**config.mk**
```make
export PLATFORM = sky130hd
export DESIGN_NAME = dtt_div_step
export DESIGN_NICKNAME = d
export VERILOG_FILES = /design/src/rtl/core/difficulty_to_target_assert.svh /design/src/rtl/core/dtt_pkg.sv /design/src/rtl/core/dtt_div_step.sv
export SDC_FILE = /design/constraint.sdc
export NUM_CORES = 1
export LEC_CHECK = 0
export BUFFER_PORTS_ARGS = -buffer_cell sky130_fd_sc_hd__buf_2
export CAP_MARGIN = 0
export CORE_AREA = 2 2 298 300
export CTS_CLUSTER_DIAMETER = 50
export DETAILED_ROUTE_END_ITERATION = 10
export DIE_AREA = 0 0 300 302
export GPL_ROUTABILITY_DRIVEN = 0
export PLACE_DENSITY_LB_ADDON = 0.05
export SKIP_LAST_GASP = 1
export SYNTH_ARGS = -nofsm -noshare
export SYNTH_HDL_FRONTEND = slang
export SYNTH_SLANG_ARGS = --single-unit
```
**constraint.sdc**
```tcl
create_clock -name clk_i -period 0.8 [get_ports clk_i]
set_clock_uncertainty 0.2 [all_clocks]
set_input_delay 0.12 -clock clk_i [delete_from_list [all_inputs] [get_ports clk_i]]
set_output_delay 0.12 -clock clk_i [all_outputs]
set_load 0.02 [all_outputs]
```
**src/rtl/core/difficulty_to_target_assert.svh**
```systemverilog
// Assertion macros for the difficulty to target block.
`ifndef DIFFICULTY_TO_TARGET_ASSERT_SVH
`define DIFFICULTY_TO_TARGET_ASSERT_SVH

`ifndef SYNTHESIS

`define DTT_ASSERT(label, clk, rst_n, ante, cons, msg) \
  label: assert property (@(posedge clk) disable iff (!(rst_n)) (ante) |-> (cons)) \
    else $error(msg);

`define DTT_ASSERT_DLY(label, clk, rst_n, ante, dly, cons, msg) \
  label: assert property (@(posedge clk) disable iff (!(rst_n)) (ante) |-> ##dly (cons)) \
    else $error(msg);

`else

`define DTT_ASSERT(label, clk, rst_n, ante, cons, msg)

`define DTT_ASSERT_DLY(label, clk, rst_n, ante, dly, cons, msg)

`endif

`endif

```
**src/rtl/core/dtt_pkg.sv**
```systemverilog
// Shared widths and pipeline stage type for the difficulty to target block.
`default_nettype none

package dtt_pkg;

  localparam int unsigned DIFF_W   = 64;
  localparam int unsigned TARGET_W = 256;
  localparam int unsigned WORD_W   = 64;

  typedef struct packed {
    logic                zero;
    logic                sat;
    logic [DIFF_W-1:0]   d;
    logic [DIFF_W-1:0]   rem;
    logic [TARGET_W-1:0] q;
  } stage_t;

endpackage

`default_nettype wire

```
**src/rtl/core/dtt_div_step.sv**
```systemverilog
// One restoring division stage: produces the quotient bit at position POS, or ORs it into sat when POS >= TARGET_W.
`default_nettype none

module dtt_div_step #(
  parameter int unsigned POS    = 0,
  parameter int unsigned NUM_LO = 240,
  parameter int unsigned NUM_HI = 255
) (
  input  logic            clk_i,
  input  logic            rst_ni,
  input  logic            valid_i,
  input  dtt_pkg::stage_t stage_i,
  output logic            valid_o,
  output dtt_pkg::stage_t stage_o
);
  import dtt_pkg::*;

  localparam logic NUM_BIT = (POS >= NUM_LO) && (POS <= NUM_HI);
  localparam bit   HIGH    = POS >= TARGET_W;

  logic [DIFF_W-1:0] shifted;
  logic [DIFF_W:0]   diff;
  logic              take;
  stage_t            stage_d;
  stage_t            stage_q;
  logic              valid_q;

  always_comb begin
    shifted = {stage_i.rem[DIFF_W-2:0], NUM_BIT};
    diff    = {stage_i.rem[DIFF_W-1], shifted} - {1'b0, stage_i.d};
    take    = ~diff[DIFF_W];
    stage_d = stage_i;
    stage_d.rem = take ? diff[DIFF_W-1:0] : shifted;
    if (HIGH) begin
      stage_d.sat = stage_i.sat | take;
    end else begin
      stage_d.q = {stage_i.q[TARGET_W-2:0], take};
    end
  end

  always_ff @(posedge clk_i or negedge rst_ni) begin
    if (!rst_ni) begin
      valid_q <= 1'b0;
    end else begin
      valid_q <= valid_i;
    end
  end

  always_ff @(posedge clk_i) begin
    if (valid_i) begin
      stage_q <= stage_d;
    end
  end

  assign valid_o = valid_q;
  assign stage_o = stage_q;

endmodule

`default_nettype wire

```
* Word-level counts from Yosys, hierarchy flattened
Cells that the tools add are included.
** Word-level totals
- Register bits :: 387
- Bits of input ports :: 389
- Output and inout bits :: 387
- Logic and storage cells :: 10
** Cells by class
- Add/subtract/negate cells :: 1
- Mux-type cells :: 1
- Bitwise gates (word level) :: 1
** Operators with widths (number)
- subtractor 65 x 64 -> 65 bit :: 1
- two-way mux 64 bit :: 1
- inverter 1 bit :: 1

* Longest topological paths before layout
- Word-level depth :: 2
- Depth in mapped cells :: 16
- Depth with buffers taken out :: 12

* Least setup slack after synthesis
No wires, ideal clock.
- Path kind :: input to register
- Start :: in stage_i[327] (netlist bit)
- End :: reg stage_q, in the netlist stage_o[287] (data pin)
- Setup time :: 267 ps
- Arrival :: 2764 ps
- Data required time :: 333 ps
- Setup slack :: -2431 ps
- Stages on the path :: 14
- Buffers on the path :: 3
- Cells stage by stage :: inv_1 -> ha_1 -> and4_4 -> a221o_1 -> o21bai_4 -> a21boi_2 -> o311a_4 -> or3_4 -> a211o_1 -> buf_6 -> buf_2 -> buf_1 -> nand2_1 -> o21ai_0
** RTL lines
- start, declared :: line dtt_div_step.sv:12 : input dtt_pkg::stage_t stage_i,
- end signal, assigned :: line dtt_div_step.sv:51 : stage_q <= stage_d;
- end, declared :: line dtt_div_step.sv:25 : stage_t stage_q;

==> impl_results.md <==
- GRT Util Overall: 17.4%
- Status: complete, but fails checks
- Hold Path Class: input pin to register
- Worst-path cell chain: buf_6, ha_4, and4_4, nand2_1, o21bai_4, a21boi_4, o311a_4, or3_4, buf_6, a211o_4, buf_12, buf_12, nand2_4, o31ai_4
- Yosys warns: 0
- Initial DRC count: between 600 and 700
- Via/cell ratio: 4.04
- Reg clk slew, reported paths: approximately 50 ps
- Top FF cell, synth: edfxtp_1
- Non-filler cells, final: 3999
- WL/cell: ~21 µm
- Leakage: roughly 15 nW
- EDFF count, synth: between 300 and 400
- 1st-pass router iterations: 5
- Achievable frequency: approximately 370 MHz
- Fin util: roughly two fifths
- Vias in the first global route: roughly 17000
- Die X-Extent: 300 µm
- CP top delay family: compound AO/OA/AOI/OAI gates
- WP buf/inv: 4
- Grt total ovfl: 0
- CP required: slightly below 1000 ps
- Root buffer cell: clkbuf_16
- RSZ-0062 raised after global routing: true
- Post-DP HPWL: ~66 mm
- Synthesis-to-finish area growth: 106%
- CP Max Fanout: 6
- Net count, final: approximately 3200
- Initial core utilization: around a fifth
- Initial antenna violation count: 28
- DRC: 0
- Period utilization: 336%
- CP max-delay cell: a211o_4
- Largest cells by area after synthesis: edfxtp_1 70%, ha_1 4.7%, nand2_1 3.0%
- Setup TNS: -375020 ps
- Setup WS post-layout: -1890 ps
- Worst slew pin tran: 616 ps
- Violated checks: negative hold slack, negative setup slack
- Clock sinks: a little under 400
- CORE AREA: 0.0876 mm²
- Kind of critical path: input pin to register
- CTS max path bufs: 3
- Mapped Cells: roughly 1200
- Final setup violation count: 453
- Slew Limit Fails: 0
- Total power: approximately 74 mW
- Htree depth: 3
- Mapped cell area: 0.0167 mm²
- Num CTS Buffers: 71
- Max-Cap Viols: 0
- Routed wire length: about 83 mm
- Vias post-DR: 16100
- Final hold slack: -520 ps
- Syn_nets: around 1700
- Critical path endpoint category: register
- I/O pin count: between 700 and 800
- Synthesized flop and latch total: between 300 and 400
- Synth top area share: a little over two thirds
- Clock period minus worst slack: 2690 ps
- Pin count of the biggest net entering global routing: 31
- Top cell type by total area after synthesis: edfxtp_1
- Hold Vio Cnt, Final: 290
- Largest stage delay, worst path: 410 ps
- Slew HR: 58.4%
- Post-synthesis sequential area ratio: 69.7%
- Peak supply drop: around 1700 µV
- Nature of the critical path startpoint: input pin
- TritonCTS clock tree: done
- Die ar.: around 0.091 mm²
- Pwr dens: approximately 2100 mW/mm²
- Async SR Flop Fraction: less than 1%
- Cells after DPL: 3478
- First-pass GRT wire length: around 110 mm
- Distinct cells, synth: 64
- Worst path arrival time: between 2000 and 3000 ps
- Port-buffer cells: approximately 770
- Syn Area/Cell: 13.7 µm²
- Die Ht: 302 µm
- Layout cells sized above 1: a little over half
- Post-DRT Antenna Nets: 0
- Rows: around 110
-- layer usage --
metal | GRT usage (%) | wire, µm
met4 | 5.73 | 2610
met3 | 5.33 | 5100
met2 | 31.6 | 43300
met1 | 19.3 | 31700
met5 | 0 | 245
-- power by group --
part / total (mW) / internal [mW] / switching [mW]
combinational: 18.5 / 9.29 / 9.21
sequential: 25.4 / 24.6 / 0.838
clock: 29.7 / 18.4 / 11.3
-- what timing repair did --
item / in CTS / in global routing
pin swaps: 48 / 83
setup buffers: 23 / 11
hold buffers: 334 / 17
gates resized for setup: 531 / 398
hold endpoints to repair: 764 / 522
endpoints found under the setup margin: 452 / 453
cloned: 8 / 1
-- metrics by stage --
| stage | setup slack, ps | cell area (µm²) |
|---|---|---|
| final | -1890 | 34300 |
| after floorplan | -2230 | 17000 |
| after global placement | -3010 | 24900 |
| after global routing | -1920 | 34300 |
| after detailed placement | -3040 | 24900 |
| after CTS | -1940 | 32800 |
-- flip-flops by register name, summed over array words and instances, names as in the netlist --
| name | cells |
|---|---|
| stage_o | 386 |
| valid_o | 1 |
-- Yosys cell counts, types with 5 or more instances --
library cell,n
a211o_1,7
a211oi_1,8
a21o_1,33
a21oi_1,82
a31oi_1,10
and2_1,5
and3_1,13
buf_2,11
clkbuf_1,25
edfxtp_1,386
ha_1,63
inv_1,80
nand2_1,133
nand2b_1,5
nand3_1,23
nand4_1,17
nor2_1,45
nor2b_1,7
nor3_1,17
nor4_1,5
o211ai_1,7
o21a_1,10
o21ai_0,86
o21bai_1,16
o31ai_1,12
xnor2_1,30
xor2_1,21
-- cell families (layout without fill, tap and decap cells) --
| logic type | Yosys count | count (layout) | synth area share (%) |
|---|---|---|---|
| AOI/OAI and AO/OA | 308 | 309 | 11.8 |
| xor gates and xnor gates | 51 | 51 | 2.68 |
| adders and majority gates | 64 | 64 | 4.85 |
| buffers and inverters | 119 | 1726 | 2.81 |
| DFF | 387 | 387 | 69.7 |
| muxes | 5 | 5 | 0.330 |
| other | 0 | 7 | 0 |
| and+or+nand+nor | 285 | 285 | 7.93 |
-- area by class of cell --
cell class,instances,area [µm²]
fillers,8644,53200
repair buffers,1516,12800
flip-flops and latches,387,11600
multi-input cells,714,5740
clock buffers,73,1780
well taps,1165,1460
clock inverters,56,548
inverters,81,339
diodes,7,17.5
-- final timing paths --
check,from,endpoint,slack (ps),depth (start not counted)
min in group asynchronous,rst_ni,valid_o,250,3
max,stage_i[263],stage_o[290],-1890,14
min,stage_i[333],stage_o[333],-520,1
max in group asynchronous,rst_ni,valid_o,40,3
-- placed cells by master, fill, tap and decap left out, types with 28 or more instances in the layout --
master,instances
ha_1,46
buf_2,452
buf_6,332
a21oi_1,67
clkbuf_16,72
nand2_1,89
nand2_4,29
a21o_1,32
o21ai_2,32
dlygate4sd3_1,351
edfxtp_1,386
xnor2_1,28
inv_1,69
buf_4,347
nor2_1,42
No activity file was read; power rests on OpenSTA's default activity.
