`config.mk`:
```
export PLATFORM = sky130hd
export DESIGN_NAME = dtt_out
export DESIGN_NICKNAME = d
export VERILOG_FILES = /design/src/rtl/core/difficulty_to_target_assert.svh /design/src/rtl/core/dtt_pkg.sv /design/src/rtl/core/dtt_out.sv
export SDC_FILE = /design/constraint.sdc
export NUM_CORES = 1
export LEC_CHECK = 0
export BUFFER_PORTS_ARGS = -buffer_cell sky130_fd_sc_hd__buf_2
export CORE_AREA = 2 2 251 253
export DETAILED_ROUTE_END_ITERATION = 16
export DIE_AREA = 0 0 253 255
export PLACE_DENSITY = 0.41
export SYNTH_ARGS = -nofsm -noshare
export SYNTH_HDL_FRONTEND = slang
export SYNTH_SLANG_ARGS = --single-unit
export TNS_END_PERCENT = 100
```
`constraint.sdc`:
```
create_clock -name clk_i -period 0.95 [get_ports clk_i]
set_input_delay 0 -clock clk_i [delete_from_list [all_inputs] [get_ports clk_i]]
set_output_delay 0 -clock clk_i [all_outputs]
set_load 0.05 [all_outputs]
```
`src/rtl/core/difficulty_to_target_assert.svh`:
```
// Assertion macros for the difficulty to target block.
`ifndef DIFFICULTY_TO_TARGET_ASSERT_SVH
`define DIFFICULTY_TO_TARGET_ASSERT_SVH

`ifndef SYNTHESIS

`define DTT_ASSERT(label, clk, rst_n, ante, cons, msg) \
  label: assert property (@(posedge clk) disable iff (!(rst_n)) (ante) |-> (cons)) \
    else $error(msg);

`define DTT_ASSERT_DLY(label, clk, rst_n, ante, dly, cons, msg) \
  label: assert property (@(posedge clk) disable iff (!(rst_n)) (ante) |-> ##dly (cons)) \
    else $error(msg);

`else

`define DTT_ASSERT(label, clk, rst_n, ante, cons, msg)

`define DTT_ASSERT_DLY(label, clk, rst_n, ante, dly, cons, msg)

`endif

`endif

```
`src/rtl/core/dtt_pkg.sv`:
```
// Shared widths and pipeline stage type for the difficulty to target block.
`default_nettype none

package dtt_pkg;

  localparam int unsigned DIFF_W   = 64;
  localparam int unsigned TARGET_W = 256;
  localparam int unsigned WORD_W   = 64;

  typedef struct packed {
    logic                zero;
    logic                sat;
    logic [DIFF_W-1:0]   d;
    logic [DIFF_W-1:0]   rem;
    logic [TARGET_W-1:0] q;
  } stage_t;

endpackage

`default_nettype wire

```
`src/rtl/core/dtt_out.sv`:
```
// Output stage: clamps the quotient and drives the result beat.
`default_nettype none

module dtt_out (
  input  logic                       clk_i,
  input  logic                       rst_ni,
  input  logic                       valid_i,
  input  dtt_pkg::stage_t            stage_i,
  output logic                       done_o,
  output logic [dtt_pkg::WORD_W-1:0] target_word0_o,
  output logic [dtt_pkg::WORD_W-1:0] target_word1_o,
  output logic [dtt_pkg::WORD_W-1:0] target_word2_o,
  output logic [dtt_pkg::WORD_W-1:0] target_word3_o,
  output logic                       zero_difficulty_o,
  output logic                       saturated_o
);
  import dtt_pkg::*;

  logic [TARGET_W-1:0] target_d;
  logic [TARGET_W-1:0] target_q;
  logic                zero_q;
  logic                sat_q;
  logic                done_q;

  always_comb begin
    if (stage_i.zero || stage_i.sat) begin
      target_d = '1;
    end else begin
      target_d = stage_i.q;
    end
  end

  always_ff @(posedge clk_i or negedge rst_ni) begin
    if (!rst_ni) begin
      done_q <= 1'b0;
    end else begin
      done_q <= valid_i;
    end
  end

  always_ff @(posedge clk_i) begin
    if (valid_i) begin
      target_q <= target_d;
      zero_q   <= stage_i.zero;
      sat_q    <= stage_i.sat & ~stage_i.zero;
    end
  end

  assign done_o            = done_q;
  assign target_word0_o    = target_q[0*WORD_W +: WORD_W];
  assign target_word1_o    = target_q[1*WORD_W +: WORD_W];
  assign target_word2_o    = target_q[2*WORD_W +: WORD_W];
  assign target_word3_o    = target_q[3*WORD_W +: WORD_W];
  assign zero_difficulty_o = zero_q;
  assign saturated_o       = sat_q;

endmodule

`default_nettype wire

```
# Word-level counts from Yosys, hierarchy flattened

Cells that the tools add are included.

Reductions and logical operators: 1
Bitwise logic cells: 2

Operator list:

| cell              | number |
|---|---|
| bitwise AND 1 bit | 1 |
| logical OR 1 bit  | 1 |
| inverter 1 bit    | 1 |

Word-level logic and storage cells: 7
Output and inout bits: 259
Bits of input ports: 389
Register bits after elaboration: 259

# Logic depth before layout (Yosys ltp)

Depth in word-level cells: 2
Gate-level depth with buffers: 3
Gate-level depth less buffers: 1

# Worst setup path before layout

Ideal clock, no wire load.

Path type: input to register
Start point: in stage_i[385] (netlist name)
End point: reg target_q[100], data pin
Stages: 3
Setup time: 0.265 ns
Setup slack: 0.056 ns
Data required time: 0.685 ns
Arrival time: 0.629 ns
Cell sequence: buf_2 > clkbuf_1 > or3_1

Cells in the longest elaborated chain, start to end: 1

Ends and longest elaborated chain:

| item                   | line          | RTL |
|---|---|---|
| start: declaration     | dtt_out.sv:8  | `input dtt_pkg::stage_t stage_i,` |
| logical OR 1 bit       | dtt_out.sv:26 | `if (stage_i.zero \|\| stage_i.sat) begin` |
| end signal: assignment | dtt_out.sv:43 | `target_q <= target_d;` |
| end: declaration       | dtt_out.sv:20 | `logic [TARGET_W-1:0] target_q;` |

No other way between the ends.
A chain may end at the register's enable or synchronous reset.

# Final worst setup path

Start point: reg target_q[39]
End point: out target_word0_o[39] (netlist name)

RTL lines:

| item             | line          | RTL |
|---|---|---|
| end: declaration | dtt_out.sv:10 | `output logic [dtt_pkg::WORD_W-1:0] target_word0_o,` |

No word-level cell between the ends.

==> flow_summary.html <==
<table>
<tr><th>Metric</th><th>Value</th></tr>
<tr><th colspan="2">Drt</th></tr>
<tr><td>Vias</td><td>8163</td></tr>
<tr><td>Post-DR wirelength/cell</td><td>17.0 um</td></tr>
<tr><td>Detailed Routing Iterations Pass 1</td><td>4</td></tr>
<tr><td>Initial detailed-routing violation count</td><td>291</td></tr>
<tr><td>WL final</td><td>37.4 mm</td></tr>
<tr><td>Count of unresolved DRC violations after routing</td><td>0</td></tr>
<tr><td>Vias per inst</td><td>3.70</td></tr>
<tr><td>Post-route ant nets</td><td>0</td></tr>
<tr><th colspan="2">Min path</th></tr>
<tr><td>Class of the tightest hold or removal check</td><td>in -&gt; reg</td></tr>
<tr><td>WHS Path Cells</td><td>2</td></tr>
<tr><td>Hold EP</td><td>target_q[251]</td></tr>
<tr><td>Source of the worst hold timing path</td><td>valid_i</td></tr>
<tr><th colspan="2">Critical path</th></tr>
<tr><td>Worst Setup Start Kind</td><td>flop</td></tr>
<tr><td>Cell family with most CP delay</td><td>flip-flops</td></tr>
<tr><td>Number of buffers and inverters on the critical path</td><td>1</td></tr>
<tr><td>Data arrival time of the worst path</td><td>1.21 ns</td></tr>
<tr><td>Largest stage delay on the critical path</td><td>0.48 ns</td></tr>
<tr><td>Worst path required time</td><td>0.95 ns</td></tr>
<tr><td>CP endpoint kind</td><td>output pin</td></tr>
<tr><td>Ordered cell list for the critical path</td><td>buf_6</td></tr>
<tr><td>Peak fanout along the critical path</td><td>1</td></tr>
<tr><td>Critical Setup Path Class</td><td>reg -&gt; out</td></tr>
<tr><td>Worst-path cell with the longest stage delay</td><td>edfxtp_1</td></tr>
<tr><th colspan="2">Placed design</th></tr>
<tr><td>Half-perimeter wire length of the detailed placement result</td><td>24.7 mm</td></tr>
<tr><td>Routability Congestion</td><td>0.721</td></tr>
<tr><td>Number of instances in the placed design</td><td>1870</td></tr>
<tr><td>Count of buffers from port buffering</td><td>519</td></tr>
<tr><td>DP Worst Slack</td><td>-0.223 ns</td></tr>
<tr><th colspan="2">STA</th></tr>
<tr><td>Portion of the clock cycle consumed by the worst path in the final layout</td><td>127%</td></tr>
<tr><td>Period minus WS final</td><td>1.21 ns</td></tr>
<tr><td>Slew Viols, Final</td><td>0</td></tr>
<tr><td>Highest clock rate</td><td>0.826 GHz</td></tr>
<tr><td>RSZ-0062 raised after global routing</td><td>yes</td></tr>
<tr><td>Tightest hold margin</td><td>0.00281 ns</td></tr>
<tr><td>Total count of hold-check failures in the final report</td><td>0</td></tr>
<tr><td>Least setup slack across all paths after layout</td><td>-0.260 ns</td></tr>
<tr><td>Final-report setup violation count</td><td>259</td></tr>
<tr><td>Max transition margin</td><td>56.5%</td></tr>
<tr><td>Slew at the pin closest to its max-slew limit</td><td>0.652 ns</td></tr>
<tr><th colspan="2">Finish</th></tr>
<tr><td>Layout cell share with drive strength beyond 1</td><td>43.0%</td></tr>
<tr><td>Antenna cell count</td><td>0</td></tr>
<tr><td>Layout overhead on the synthesized area</td><td>92.4%</td></tr>
<tr><td>Count of nets after finishing</td><td>1771</td></tr>
<tr><td>End-of-flow core utilization</td><td>30.3%</td></tr>
<tr><td>Most common cell after layout, fill and taps aside</td><td>dlygate4sd3_1</td></tr>
<tr><td>FILL cells</td><td>6176</td></tr>
<tr><td>Sequential cell area</td><td>7770 um2</td></tr>
<tr><td>Multi-input logic area</td><td>1620 um2</td></tr>
<tr><td>Commonest cells after routing, fill and taps aside</td><td>dlygate4sd3_1, buf_6, edfxtp_1, buf_2, or3_1</td></tr>
<tr><td>Non-filler instance count after layout</td><td>2204</td></tr>
<tr><th colspan="2">Global route</th></tr>
<tr><td>Initial antenna violation count</td><td>2</td></tr>
<tr><td>Wire length of the first global-routing pass</td><td>53.8 mm</td></tr>
<tr><td>Total routing resource utilization after global routing</td><td>11.1%</td></tr>
<tr><td>Vias in the first global route</td><td>8798</td></tr>
<tr><td>Maximum number of pins on one net before global-route repair</td><td>114</td></tr>
<tr><td>Global route overflow</td><td>0</td></tr>
<tr><th colspan="2">Clock network</th></tr>
<tr><td>Cell chosen for the clock root</td><td>clkbuf_16</td></tr>
<tr><td>CTS tree</td><td>yes</td></tr>
<tr><td>CTS H-Tree Depth</td><td>2</td></tr>
<tr><td>Total clock buffers created by CTS</td><td>34</td></tr>
<tr><td>Post-CTS Setup Inserts</td><td>0</td></tr>
<tr><td>Max Buffers Root-to-Sink</td><td>3</td></tr>
<tr><td>Total number of clock tree sinks</td><td>259</td></tr>
<tr><td>Reg clk slew, reported paths</td><td>0.06 ns</td></tr>
<tr><th colspan="2">Yosys</th></tr>
<tr><td>Register bit total from synthesis</td><td>259</td></tr>
<tr><td>Post-synth net total</td><td>961</td></tr>
<tr><td>Ys Warns</td><td>0</td></tr>
<tr><td>Distinct cell type count after synthesis</td><td>8</td></tr>
<tr><td>Cell type with the largest total area after synthesis</td><td>edfxtp_1</td></tr>
<tr><td>Area share of the largest cell type after synthesis</td><td>79.2%</td></tr>
<tr><td>Share of the yosys chip area belonging to registers</td><td>79.5%</td></tr>
<tr><td>Biggest area contributors in the synthesized netlist</td><td>edfxtp_1, or3_1, buf_6</td></tr>
<tr><td>Average cell area after synthesis</td><td>17.1 um2</td></tr>
<tr><td>Cell area after synthesis</td><td>9780 um2</td></tr>
<tr><td>Number of instances in the synthesized netlist</td><td>572</td></tr>
<tr><th colspan="2">Floorplanning</th></tr>
<tr><td>Area of the core</td><td>62200 um2</td></tr>
<tr><td>I/O pins</td><td>648</td></tr>
<tr><td>Number of cell rows</td><td>92</td></tr>
<tr><td>Chip Height</td><td>255 um</td></tr>
<tr><td>Initial core utilization</td><td>15.7%</td></tr>
<tr><td>Die outline area</td><td>64500 um2</td></tr>
<tr><td>Chip Width</td><td>253 um</td></tr>
<tr><th colspan="2">Status</th></tr>
<tr><td>Violated checks</td><td>negative setup slack</td></tr>
<tr><td>Result of the run</td><td>finished with violations</td></tr>
<tr><th colspan="2">Run</th></tr>
<tr><td>Max-cap check violation count</td><td>0</td></tr>
<tr><th colspan="2">Pwr</th></tr>
<tr><td>Leakage dissipation</td><td>7.45 nW</td></tr>
<tr><td>Worst IR drop on VDD</td><td>1.62 mV</td></tr>
<tr><td>Cell Pwr Density</td><td>1750 nW/um2</td></tr>
</table>
## report_power, final
group	switching [mW]	leakage, nW	internal [mW]
sequential	0.411	2.59	13.5
clock	5.10	0.486	6.76
combinational	4.30	4.37	2.95
total	9.81	7.45	23.2
## final cells by class
cell class | instances | share of cell area [%]
Tap cell | 799 | 5.31
Sequential cell | 259 | 41.3
Timing Repair Buffer | 830 | 39.4
Multi-Input combinational cell | 257 | 8.60
Clock buffer | 41 | 4.78
Clock inverter | 18 | 0.559
## cell families after synthesis
group / share of synthesized area (%)
flip-flops: 79.5
AND/OR/NAND/NOR: 16.4
buffers and inverters: 4.07
## metal layers
| layer | vias up | track usage [%] | part of all wire [%] |
|---|---|---|---|
| met4 | 0 | 4.36 | 3.2 |
| met2 | 344 | 18.7 | 49 |
| met5 | - | 0 | 0 |
| li1 | 3847 | - | - |
| met3 | 64 | 3.79 | 8.7 |
| met1 | 3908 | 13.1 | 39 |
## worst max-delay path by stage
stage | from | end | slack [ns] | cells past startpoint
5_1_grt | target_q[39] | target_word0_o[39] | -0.31 | 1
3_3_place_gp | stage_i[384] | target_q[220] | -0.21 | 3
6_report | target_q[39] | target_word0_o[39] | -0.26 | 1
3_5_place_dp | stage_i[384] | target_q[220] | -0.22 | 3
2_1_floorplan | stage_i[385] | target_q[100] | 0.06 | 3
4_1_cts | target_q[39] | target_word0_o[39] | -0.32 | 1
## synth_stat cells
cell type    n
buf_6       24
or3_1      256
clkbuf_2     2
clkbuf_1    26
edfxtp_1   258
buf_2        4
dfrtp_1      1
nor2b_1      1
## flip-flops by register name, indices dropped and copies added, names as in the netlist
| signal | cells |
|---|---|
| done_o | 1 |
| saturated_o | 1 |
| target_q | 256 |
| zero_difficulty_o | 1 |
## what timing repair did
action,in CTS,in global routing
endpoints found under the hold margin,289,11
hold buffers,275,2
setup endpoints to repair,259,474
gates resized for setup,518,9
## through the flow
step	total power [mW]	setup TNS [ns]	instance area [um2]
final	33.0	-33.27	18800
after global routing	34.3	-48.17	18800
after CTS	33.6	-84.78	18800
after detailed placement	19.3	-36.76	13400
after global placement	19.3	-34.07	13400
after floorplan	17.4	0	9780
No activity file was read; power rests on OpenSTA's default activity.
